`src/rtl/rme_sqrt_cell.sv`:
```
// One restoring square root cell: two radicand bits per step.
`default_nettype none
module rme_sqrt_cell #(
   parameter int STEP = 0
) (
   input  wire logic        clock,
   input  wire logic        en,
   input  wire logic [28:0] rem_i,
   input  wire logic [14:0] root_i,
   input  wire logic [28:0] rad_i,
   output logic [28:0]      rem_o,
   output logic [14:0]      root_o,
   output logic [28:0]      rad_o
);
   localparam int SH = 28 - 2*STEP;
   logic [28:0] rem_ff, rem_in, rad_ff;
   logic [14:0] root_ff, root_in;
   logic [30:0] trial, cur;
   logic [29:0] rad_pad;
   always_comb begin
      rad_pad = {1'b0, rad_i};
      cur = {rem_i, 2'b00} | 31'(rad_pad[SH+:2]);
      trial = {14'd0, root_i, 2'b01};
      if (cur >= trial) begin
         rem_in = 29'(cur - trial);
         root_in = {root_i[13:0], 1'b1};
      end else begin
         rem_in = cur[28:0];
         root_in = {root_i[13:0], 1'b0};
      end
   end
   always_ff @(posedge clock) begin
      if (en) begin
         rem_ff <= rem_in;
         root_ff <= root_in;
         rad_ff <= rad_i;
      end
   end
   assign rem_o = rem_ff;
   assign root_o = root_ff;
   assign rad_o = rad_ff;
endmodule
`default_nettype wire

```
`config.mk`:
```
export PLATFORM = sky130hd
export DESIGN_NAME = rme_sqrt_cell
export DESIGN_NICKNAME = d
export VERILOG_FILES = /design/src/rtl/rme_sqrt_cell.sv
export SDC_FILE = /design/constraint.sdc
export NUM_CORES = 1
export LEC_CHECK = 0
export ABC_AREA = 1
export BUFFER_PORTS_ARGS = -buffer_cell sky130_fd_sc_hd__buf_2
export CORE_AREA = 4 4 96 98
export CTS_CLUSTER_SIZE = 12
export DETAILED_ROUTE_END_ITERATION = 7
export DIE_AREA = 0 0 100 102
export HOLD_SLACK_MARGIN = 0.12
export PLACE_DENSITY = 0.9
export REMOVE_ABC_BUFFERS = 1
export SYNTH_ARGS = -nofsm -noshare
export SYNTH_HDL_FRONTEND = slang
export SYNTH_SLANG_ARGS = --single-unit
```
`constraint.sdc`:
```
create_clock -name clock -period 2.7 [get_ports clock]
set_input_delay 0.54 -clock clock [delete_from_list [all_inputs] [get_ports clock]]
set_output_delay 0.54 -clock clock [all_outputs]
set_load 0.03 [all_outputs]
```
# ---- Yosys cells after proc, flatten, opt, wreduce, memory -nomap -nowiden
# Cells that the tools add are included.
dict set report classes {
  magnitude_cmp 1
  mux 2
  add_sub_neg 1
  bitwise 1
}
# operator n
set ops {}
lappend ops {{$ge 31x17->1} 1}
lappend ops {{$or 31x1->31} 1}
lappend ops {{$mux 29} 1}
lappend ops {{$sub 29x17->29} 1}
lappend ops {{$mux 1} 1}
dict set report word_totals {
  in_bits 75
  ff_bits 73
  output_inout_bits 73
  elab_cells 8
}

# ---- Logic depth before layout (Yosys ltp)
dict set report depth {
  depth_word 3
  mapped_depth 14
  ltp_nobuf 14
}

# ---- Least setup slack after synthesis
# No wires, ideal clock.
dict set report synth_path {
  kind {in2reg}
  start {input port rem_i[0]}
  end {register rem_ff[10] (netlist: rem_o[10]) (data pin)}
  stages 13
  setup_time_ns 0.252
  path_buffers 1
  setup_slack_ns 0.620
  required_ns 2.448
  t_arrival_ns 1.828
  path_cell_list {inv_1 fa_1 inv_1 nand2_1 nand3_1 nand2_1 nand2_1 nand2_2 nand2_4 inv_2 buf_6 nand2_1 nand2_1}
}
dict set report synth_between {
  elab_chain_len 3
  elab_cells_between_ends 4
  classes_between {add/sub: 1; order compare: 1; mux: 1; bitwise: 1}
}
# element line
set synth_rtl {}
lappend synth_rtl {{start, declared} 8} ;# input wire logic [28:0] rem_i,
lappend synth_rtl {{$or 31x1->31 (*)} 22} ;# cur = {rem_i, 2'b00} | 31'(rad_pad[SH+:2]);
lappend synth_rtl {{$sub 29x17->29 / $ge 31x17->1 (equally long branches)} {25, 24}}
lappend synth_rtl {{$mux 29 (*)} 24} ;# if (cur >= trial) begin
lappend synth_rtl {{named net rem_in[10]} 16} ;# logic [28:0] rem_ff, rem_in, rad_ff;
lappend synth_rtl {{end signal, assigned} 34} ;# rem_ff <= rem_in;
lappend synth_rtl {{end, declared} 16}
# Mark *: on every way through the listed nets, which the timed path passes. The rest lies on a longest branch.
# A chain may end at the register's enable or synchronous reset.

# ---- Worst setup path after layout
dict set report layout_path {
  start {input port rad_i[28]}
  end {register rem_ff[13] (netlist: rem_o[13]) (data pin)}
}
dict set report layout_between {
  elab_chain_len 3
  elab_cells_between_ends 4
  classes_between {add/sub: 1; order compare: 1; mux: 1; bitwise: 1}
}
# element line
set layout_rtl {}
lappend layout_rtl {{start, declared} 10} ;# input wire logic [28:0] rad_i,
lappend layout_rtl {{$or 31x1->31 (*)} 22}
lappend layout_rtl {{$sub 29x17->29 / $ge 31x17->1 (equally long branches)} {25, 24}}
lappend layout_rtl {{$mux 29 (*)} 24}
lappend layout_rtl {{named net rem_in[13]} 16}
# Marked as above.

==> impl_metrics.toml <==
[timing]
post-route-worst-setup-slack_ns = 0.508
hold_ws_ns = 0.358
relSlewSlack_pct = 37.6
fin_crit_sh_pct = 81.2
fmax_mhz = 456
setup_viol = 0
final.setup.tns_ns = 0
rsz0062_at_grt = "no"
post-route-min-period_ns = 2.19
worst_pin_slew_ns = 0.936
maxSlewViolCount = 0
hold_viol = 0

[place]
globalplace.congestion = 0.874
place_area_sq_um = 5000
dpl.hpwl_microns = 8250
place_inst = 745
io_buffers = 147
post-place-ws_ns = 0.153

[cts]
cts_buffers = 9
cts_resized = 0
cts_sinks = 73
hold_buffers = 0
cts_tree = "built"
ctsRootBufferMaster = "clkbuf_8"
post-cts-setup-buffers = 0
clockBufferDepth = 2
htreeDepth = 3
clkTransAtPathRegs_ns = 0.09

[floorplanning]
start_util_pct = 48.8
io_pins = 148
core_area_sq_um = 8470
die_h_microns = 102
die_w_microns = 100
rows = 34
die_area_sq_um = 10200

[critical_path]
path_common_cell = "nand2_1"
setup.worst_path.start_class = "primary input"
required_ns = 2.81
crit_fanout = 21
arrival_ns = 2.30
critPathSlowestCell = "fa_1"
max_stage_delay_ns = 0.41
end_kind = "register"
crit_chain = "buf_2 -> inv_1 -> fa_1 -> inv_1 -> nand2_1 -> nand3_1 -> nand2_1 -> nand2_1 -> nand2_2 -> nand2_4 -> inv_2 -> buf_12 -> nand2_1 -> nand2_1"
path_class = "in2reg"

[routing]
vias_per_cell = 4.79
wl_per_cell_microns = 13.9
drtIter0Drc = 141
via_count = 3647
wl_microns = 10600
first_pass_iters = 4
detail-route-antenna-nets = 0
remaining_drc_errors = 0

[cells_and_area]
drive_gt1_share_pct = 28.3
multiInputGateArea_sq_um = 1540
fin_area_sq_um = 5180
area_delta_synth_final_pct = 25.4
fin_util_pct = 61.2
num_antenna_cells = 0
fillers = 731
seq_area_sq_um = 2190
final_cells = 761
nets = 739

[logic_synthesis]
yosys.area.top_type = "edfxtp_1"
syn_area_per_cell_sq_um = 8.41
yosysMostFrequentCell = "nand2_1"
synth_edf_count = 73
syn_inst = 491
synth_area_sq_um = 4130
async_flop_share_pct = 0
seq_area_frac_synth_pct = 53.1
synth-main-ff-cell = "edfxtp_1"
ys_types = 27
ys_warn_count = 0
synth_seq_cells = 73
synth_area_leaders = "edfxtp_1 (53%), nand2_1 (17%), inv_1 (8.3%), ha_1 (4.5%), nand3_1 (4.0%)"
ys_top_cells_by_count = "nand2_1 (187), inv_1 (91), edfxtp_1 (73)"
synth_top_area_share_pct = 53.1

[run]
drv_cap = 0

[global_route]
grt_pass1_vias = 3572
overflow = 0
grt.total_usage_pct = 21.1
grt_pass1_wl_microns = 16800
antenna_found_initial = 0
grt_max_degree = 74

[power_and_ir_drop]
ir_worst_vdd_mv = 0.240
fin_total_pwr_mw = 2.94
power.density_nw_per_um2 = 567
p_leak_nw = 2.66

[min_path]
hp-class = "in2reg"

[status]
status = "complete, no violations"
==> metal layers <==
metal	wire (microns)	track usage [%]
met5	0	0
met2	4970	35.1
met3	763	4.37
met1	4620	27.3
met4	202	7.98
==> logic make-up after synthesis <==
logic type	share of synthesized area, %
xor+xnor	2.12
buf+inv	9.55
flops	53.1
simple gates	27.8
compound gates	2.42
fa+ha+maj	5.03
==> worst paths after layout <==
check / startpoint / endpoint / cells past startpoint
worst max-delay path: rad_i[28] / rem_o[13] / 14
worst min-delay path: rad_i[5] / rad_o[5] / 1
==> registers in the layout (all words and copies together) (netlist names) <==
register,cells
root_o,15
rem_o,29
rad_o,29
==> layout by cell type (no fill, tap or decap), drive strengths merged <==
| cell type | n |
|---|---|
| nand3 | 33 |
| o21ai | 2 |
| xor2 | 9 |
| clkbuf | 9 |
| inv | 96 |
| clkinvlp | 2 |
| xnor2 | 1 |
| o211ai | 1 |
| ha | 15 |
| nor3b | 1 |
| fa | 1 |
| and2 | 1 |
| nor3 | 6 |
| clkinv | 4 |
| buf | 150 |
| nand2 | 191 |
| nor2 | 42 |
| edfxtp | 73 |
| a21oi | 12 |
| or2 | 1 |
| nand3b | 1 |
| nand4 | 2 |
==> cell type report <==
class,instances,area share (%)
clock buffers,9,2.39
well taps,108,2.61
inverters,95,6.89
repair buffers,150,14.9
flip-flops and latches,73,42.3
clock inverters,7,1.04
multi-input cells,319,29.8
==> critical path, delay by kind of cell <==
kind                       cells  cell delay, ns
adders and majority gates      1            0.41
and+or+nand+nor                8            0.75
buffers and inverters          5            0.57
==> where the power goes <==
group          total (mW)  switching, mW  internal, mW  leakage, nW
registers            1.40         0.0246          1.38        0.715
logic               0.751          0.525         0.226         1.87
clock network       0.784          0.445         0.340       0.0839
total                2.94          0.994          1.94         2.66
No activity file was read; power rests on OpenSTA's default activity.
