`config.mk`:
```
export PLATFORM = sky130hd
export DESIGN_NAME = rme_cell
export DESIGN_NICKNAME = d
export VERILOG_FILES = /design/src/rtl/rme_pkg.sv /design/src/rtl/rme_cell.sv
export SDC_FILE = /design/constraint.sdc
export NUM_CORES = 1
export LEC_CHECK = 0
export BUFFER_PORTS_ARGS = -buffer_cell sky130_fd_sc_hd__buf_2
export CAP_MARGIN = 20
export CORE_MARGIN = 1
export CORE_UTILIZATION = 45
export CTS_BUF_LIST = sky130_fd_sc_hd__clkbuf_8
export CTS_CLUSTER_SIZE = 8
export DETAILED_ROUTE_END_ITERATION = 10
export GPL_ROUTABILITY_DRIVEN = 0
export PLACE_DENSITY = 0.66
export SYNTH_ARGS = -nofsm -noshare
export SYNTH_HDL_FRONTEND = slang
export SYNTH_SLANG_ARGS = --single-unit
```
`constraint.sdc`:
```
create_clock -name clock -period 3.1 [get_ports clock]
set_input_delay 0 -clock clock [delete_from_list [all_inputs] [get_ports clock]]
set_output_delay 0 -clock clock [all_outputs]
set_load 0.005 [all_outputs]
```
`src/rtl/rme_pkg.sv`:
```
// Package: shared types, constants and CORDIC angle table for the Euler angle block.
`default_nettype none
package rme_pkg;
   localparam int ANG_W = 25;
   localparam int CRD_W = 36;
   localparam logic signed [ANG_W-1:0] PI_INT = 25'sd6588397;
   localparam logic signed [16:0] PI_OUT = 17'sd25736;
   localparam logic signed [16:0] HALF_PI_OUT = 17'sd12868;
   localparam int TABLE_LEN = 24;

   typedef struct packed {
      logic signed [CRD_W-1:0] x;
      logic signed [CRD_W-1:0] y;
      logic signed [ANG_W-1:0] z;
   } vec_type;

   typedef struct packed {
      logic        lock;
      logic        neg;
      logic signed [16:0] r20;
   } side_type;

   function automatic logic signed [ANG_W-1:0] atan_tab(input logic [4:0] i);
      logic signed [ANG_W-1:0] r;
      begin
         case (i)
            5'd0: r = 25'sd1647099;
            5'd1: r = 25'sd972340;
            5'd2: r = 25'sd513757;
            5'd3: r = 25'sd260791;
            5'd4: r = 25'sd130902;
            5'd5: r = 25'sd65515;
            5'd6: r = 25'sd32765;
            5'd7: r = 25'sd16384;
            5'd8: r = 25'sd8192;
            5'd9: r = 25'sd4096;
            5'd10: r = 25'sd2048;
            5'd11: r = 25'sd1024;
            5'd12: r = 25'sd512;
            5'd13: r = 25'sd256;
            5'd14: r = 25'sd128;
            5'd15: r = 25'sd64;
            5'd16: r = 25'sd32;
            5'd17: r = 25'sd16;
            5'd18: r = 25'sd8;
            5'd19: r = 25'sd4;
            5'd20: r = 25'sd2;
            5'd21: r = 25'sd1;
            5'd22: r = 25'sd1;
            default: r = '0;
         endcase
         return r;
      end
   endfunction

   // pre-rotate into right half plane, operands scaled by 2^16
   function automatic vec_type cordic_init(input logic signed [17:0] y,
                                           input logic signed [17:0] x);
      vec_type v;
      begin
         v.x = CRD_W'(x) <<< 16;
         v.y = CRD_W'(y) <<< 16;
         v.z = '0;
         if (x < 0) begin
            v.z = (y >= 0) ? PI_INT : -PI_INT;
            v.x = -v.x;
            v.y = -v.y;
         end
         return v;
      end
   endfunction

   function automatic logic signed [16:0] cordic_out(input logic signed [ANG_W-1:0] z);
      logic signed [ANG_W:0] s;
      logic signed [ANG_W-8:0] q;
      begin
         s = {z[ANG_W-1], z} + (ANG_W+1)'(128);
         q = s[ANG_W:8];
         if (q < -PI_OUT) return -PI_OUT;
         if (q > PI_OUT) return PI_OUT;
         return q[16:0];
      end
   endfunction
endpackage
`default_nettype wire

```
`src/rtl/rme_cell.sv`:
```
// One CORDIC vectoring cell: a microrotation step with its handoff register.
`default_nettype none
module rme_cell #(
   parameter int STEP = 0
) (
   input  wire logic            clock,
   input  wire logic            en,
   input  wire rme_pkg::vec_type vin,
   output rme_pkg::vec_type     vout
);
   rme_pkg::vec_type v_ff, v_in;
   always_comb begin
      v_in = vin;
      if (vin.y > 0) begin
         v_in.x = vin.x + (vin.y >>> STEP);
         v_in.y = vin.y - (vin.x >>> STEP);
         v_in.z = vin.z + rme_pkg::atan_tab(5'(STEP));
      end else if (vin.y < 0) begin
         v_in.x = vin.x - (vin.y >>> STEP);
         v_in.y = vin.y + (vin.x >>> STEP);
         v_in.z = vin.z - rme_pkg::atan_tab(5'(STEP));
      end
   end
   always_ff @(posedge clock) begin
      if (en) v_ff <= v_in;
   end
   assign vout = v_ff;
endmodule
`default_nettype wire

```
* After elaboration in Yosys (flattened, before gate mapping)
Index checks and enable logic that the tools add are counted.
** Cells by class
- Mux-type cells :: 2
- Magnitude comparators :: 2
- Add/sub/neg operators :: 5
** Operators with widths (number)
- 97-bit 2-to-1 mux :: 2
- 36-bit subtractor :: 2
- 36-bit adder :: 1
- 36-bit by 1-bit > comparator with 1-bit output, second input constant :: 1
- 36-bit by 1-bit less-than comparator with 1-bit output, second input constant :: 1
- 25-bit by 22-bit adder with 25-bit output, second input constant :: 1
- 25-bit by 22-bit subtractor with 25-bit output, second input constant :: 1
** Storage, ports and cells
- Word-level logic and storage cells :: 12
- Register bits after elaboration :: 97
- Output and inout port bits :: 97
- Input bits :: 99

* Depth between registers and ports, before layout
- Word-level depth :: 3
- Mapped depth :: 13
- Depth with buffers taken out :: 12

* Worst setup path before layout
Ideal clock, no wire load.
- Path type :: input -> register
- Start point :: input port vin[25] (netlist bit)
- End point :: register v_ff, in the netlist vout[59], data pin
- Stages :: 12
- Path slack :: 0.485 ns
- Arrival :: 2.346 ns
- Setup time :: 0.270 ns
- Data required time :: 2.830 ns
- Path buffers :: 0
- Cell sequence :: ha_1 inv_1 fa_1 nor2_1 o221ai_1 a21oi_2 a31o_2 a2111oi_1 o41ai_2 a21oi_1 a221oi_1 a21oi_1
** RTL lines
- from (decl) :: line rme_cell.sv:8 : input wire rme_pkg::vec_type vin,
- to (signal assigned) :: line rme_cell.sv:25 : if (en) v_ff <= v_in;
- to (decl) :: line rme_cell.sv:11 : rme_pkg::vec_type v_ff, v_in;

==> impl_results.md <==
* Most frequent CP cell: a2111oi_0
* DR iter-0 viols at approximately 1300
* Hold_ws at around 0.0017 ns
* Hold Crit Start: vin[5]
* CP endpoint kind: flip-flop
* Max-cap violation count at 0
* Synth Area in XOR/XNOR at 2.89%
* Syn_nets at 1589
* Post-synthesis sequential area ratio at 26.7%
* Ys Warns at 0
* CP Class: in -> reg
* Count of state elements after synthesis at 97
* Post-Layout Cell Count at between 1500 and 2000
* Slowest cell on the critical path: ha_1
* Crit-path max cell delay at between 0.5 and 0.6 ns
* Clock transition at path regs at 0.11 ns
* CP Launch Type: input pin
* Post-Place Setup Slack at -0.105 ns
* Endpoints failing setup at 0
* Post-synthesis compound-gate area fraction at 32.4%
* Mean Syn Cell Area at around 8 sq um
* Pleak at 6.04 nW
* Top_reg_cell synth: edfxtp_1
* Run status: finished, final reports clean
* Crit-path max FO at 9
* Max FFs per register at just under 100
* Dpl cells at just under 2000
* Final ANT Viol Nets at 0
* Min-Delay Endpoint: vout[5]
* Chip width at 158 microns
* CP Data Arrival Time at 3.00 ns
* Core Footprint at ~0.024 sq mm
* Port bufs at 195
* Slew Limit Fails at 0
* Final Hold Vio Count at 0
* Worst path required time at 3.26 ns
* Slew margin rel. at 43.2%
* Synth cell types at 86
* Simple-Gate Fraction of Synth Area at 17.2%
* WL final at 39500 microns
* Synth Area in Adders at 13.3%
* Clk sinks at 97
* Ports at 196
* Async S/R FF share, synth at 0%
* Initial Utilization at 46.2%
* H-tree levels at 3
* Layout area overhead at 24.2%
* Final worst slack at 0.261 ns
* CTS tree: built
* Router iterations before antenna repair at 6
* Vias in the first global route at ~11000
* FP Rows at 56
* First-pass GRT wire length at slightly above 60000 microns
* Largest net degree at the start of global routing at 65
* Post-Syn Instances at 1376
* CTS root buf: clkbuf_8
* Final #Nets at 1883
* Longest Clk Path Bufs at 2
* Wire per inst at about 20 microns
* Die area at 0.0249 sq mm
* Layout cells sized above 1 at 23.2%
* Period utilization at between 90% and 100%
* Total GRT Usage at 31.8%
* Post-Syn Area at 0.0109 sq mm
* Fraction of synthesized area in multiplexers at 0.676%
* Fin crit period at roughly 2.8 ns
* WHS Path Cells at 2
* Class of the worst hold path: in -> reg
* Filler Cell Count at roughly 2200
* Remaining routing DRC violations at 0
* Delay-heaviest family, CP: compound AO/OA/AOI/OAI gates
* RSZ-0062 raised after global routing: false
* Die H at 158 microns
* Diode count at 0
* Highest clock rate at about 350 MHz
* PD cells at 355 mW/mm^2
* Setup Buffers After CTS at 0
* CP Launch Point: vin[40]
* Initial antenna violation count at 0
* Vias at approximately 12000
* DP Wirelength at 30700 microns
* Number of synthesized flops with an enable pin at 97
* Vias/cell at about 6.1
* Critical-path cell list: buf_2, inv_1, ha_1, inv_2, a21oi_1, nand3_1, a221oi_1, a2111oi_0, buf_4, o41ai_2, nor4_1, a2111oi_0, o21ai_1
* Peak supply drop at 0.000188 V
* Worst Path Buf+Inv at 4
* Remaining Overflow, GRT at 0
* Worst-margin pin slew at approximately 0.85 ns
* Largest family of logic cells by synthesized area: compound AO/OA/AOI/OAI gates
* CTS buffer count at 9
[cells in the mapped netlist, types with 16 or more instances]
cell / count / share of area [%]
a21oi_1: 182 / 8.3
nor2_1: 126 / 4.3
ha_1: 111 / 13
inv_1: 111 / 3.8
edfxtp_1: 97 / 27
nand2_1: 92 / 3.2
o21ai_0: 86 / 3.9
clkbuf_1: 66 / 2.3
nor3_1: 32 / 1.5
xnor2_1: 31 / 2.5
a21o_1: 25 / 1.7
a221oi_1: 24 / 1.9
nand3_1: 24 / 1.1
nor4_1: 24 / 1.4
o22ai_1: 22 / 1.3
o21bai_1: 19 / 1.3
a31oi_1: 18 / 1.0
a211oi_1: 16 / 1.1
nand4_1: 16 / 0.92
o31ai_1: 16 / 1.1
[cell type report]
cell class,instances,area [sq um],share of cell area [%]
clock buffer,9,124,0.914
clock inverter,7,55.1,0.406
inverter,114,428,3.16
multi-input combinational,1083,7260,53.6
sequential,97,2910,21.5
tap,319,399,2.94
timing repair buffer,365,2370,17.5
[placed cells by master (no fill, tap or decap), types with 22 or more instances in the layout]
cell,count
xnor2_1,31
a221oi_1,24
buf_2,193
inv_1,111
edfxtp_1,97
o22ai_1,22
ha_1,110
nor2_1,125
dlygate4sd3_1,30
nor4_1,24
a21o_1,25
o21ai_0,86
nor3_1,32
buf_4,139
nand3_1,24
nand2_1,92
a21oi_1,182
[worst max path at each step]
stage	to	slack, ns	depth (start not counted)
3_5_place_dp	vout[93]	-0.11	13
4_1_cts	vout[93]	0.30	13
6_report	vout[93]	0.26	13
3_3_place_gp	vout[93]	-0.06	13
5_1_grt	vout[93]	0.006	11
2_1_floorplan	vout[59]	0.48	12
[stage by stage]
step / area [sq um] / TNS (ns) / util (%) / power, mW
finish: 13600 / 0 / 57.4 / 4.82
global route: 13600 / 0 / 57.4 / 5.08
CTS: 13600 / 0 / 57.4 / 4.77
detailed placement: 13100 / -0.130 / 55.4 / 3.91
global placement: 13100 / -0.0625 / 55.4 / 3.89
floorplan: 10900 / 0 / - / 3.00
[per-layer routing]
layer / track usage (%) / vias up / share of wire [%]
li1: - / 5697 / -
met1: 41.4 / 5603 / 42
met2: 50.2 / 669 / 44
met3: 5.12 / 139 / 8.8
met4: 17.3 / 0 / 5.1
met5: 0 / - / 0
[power breakdown]
group | switching, mW | internal (mW) | total [mW] | leakage (nW)
clock network | 0.542 | 0.299 | 0.841 | 0.0852
logic | 1.31 | 0.942 | 2.25 | 5.00
registers | 0.0468 | 1.67 | 1.72 | 0.950
total | 1.90 | 2.91 | 4.82 | 6.04
[what timing repair did]
action / in CTS / in global routing
hold buffers: 30 / 0
resized for setup: 0 / 1
setup endpoints to repair: 0 / 1
endpoints found under the hold margin: 30 / 0
[kinds of logic after synthesis]
group	after synthesis
flops	97
mux	7
fa+ha+maj	114
compound gates	538
xor+xnor	36
buf+inv	196
simple gates	388
(Power assumes the default switching activity.)
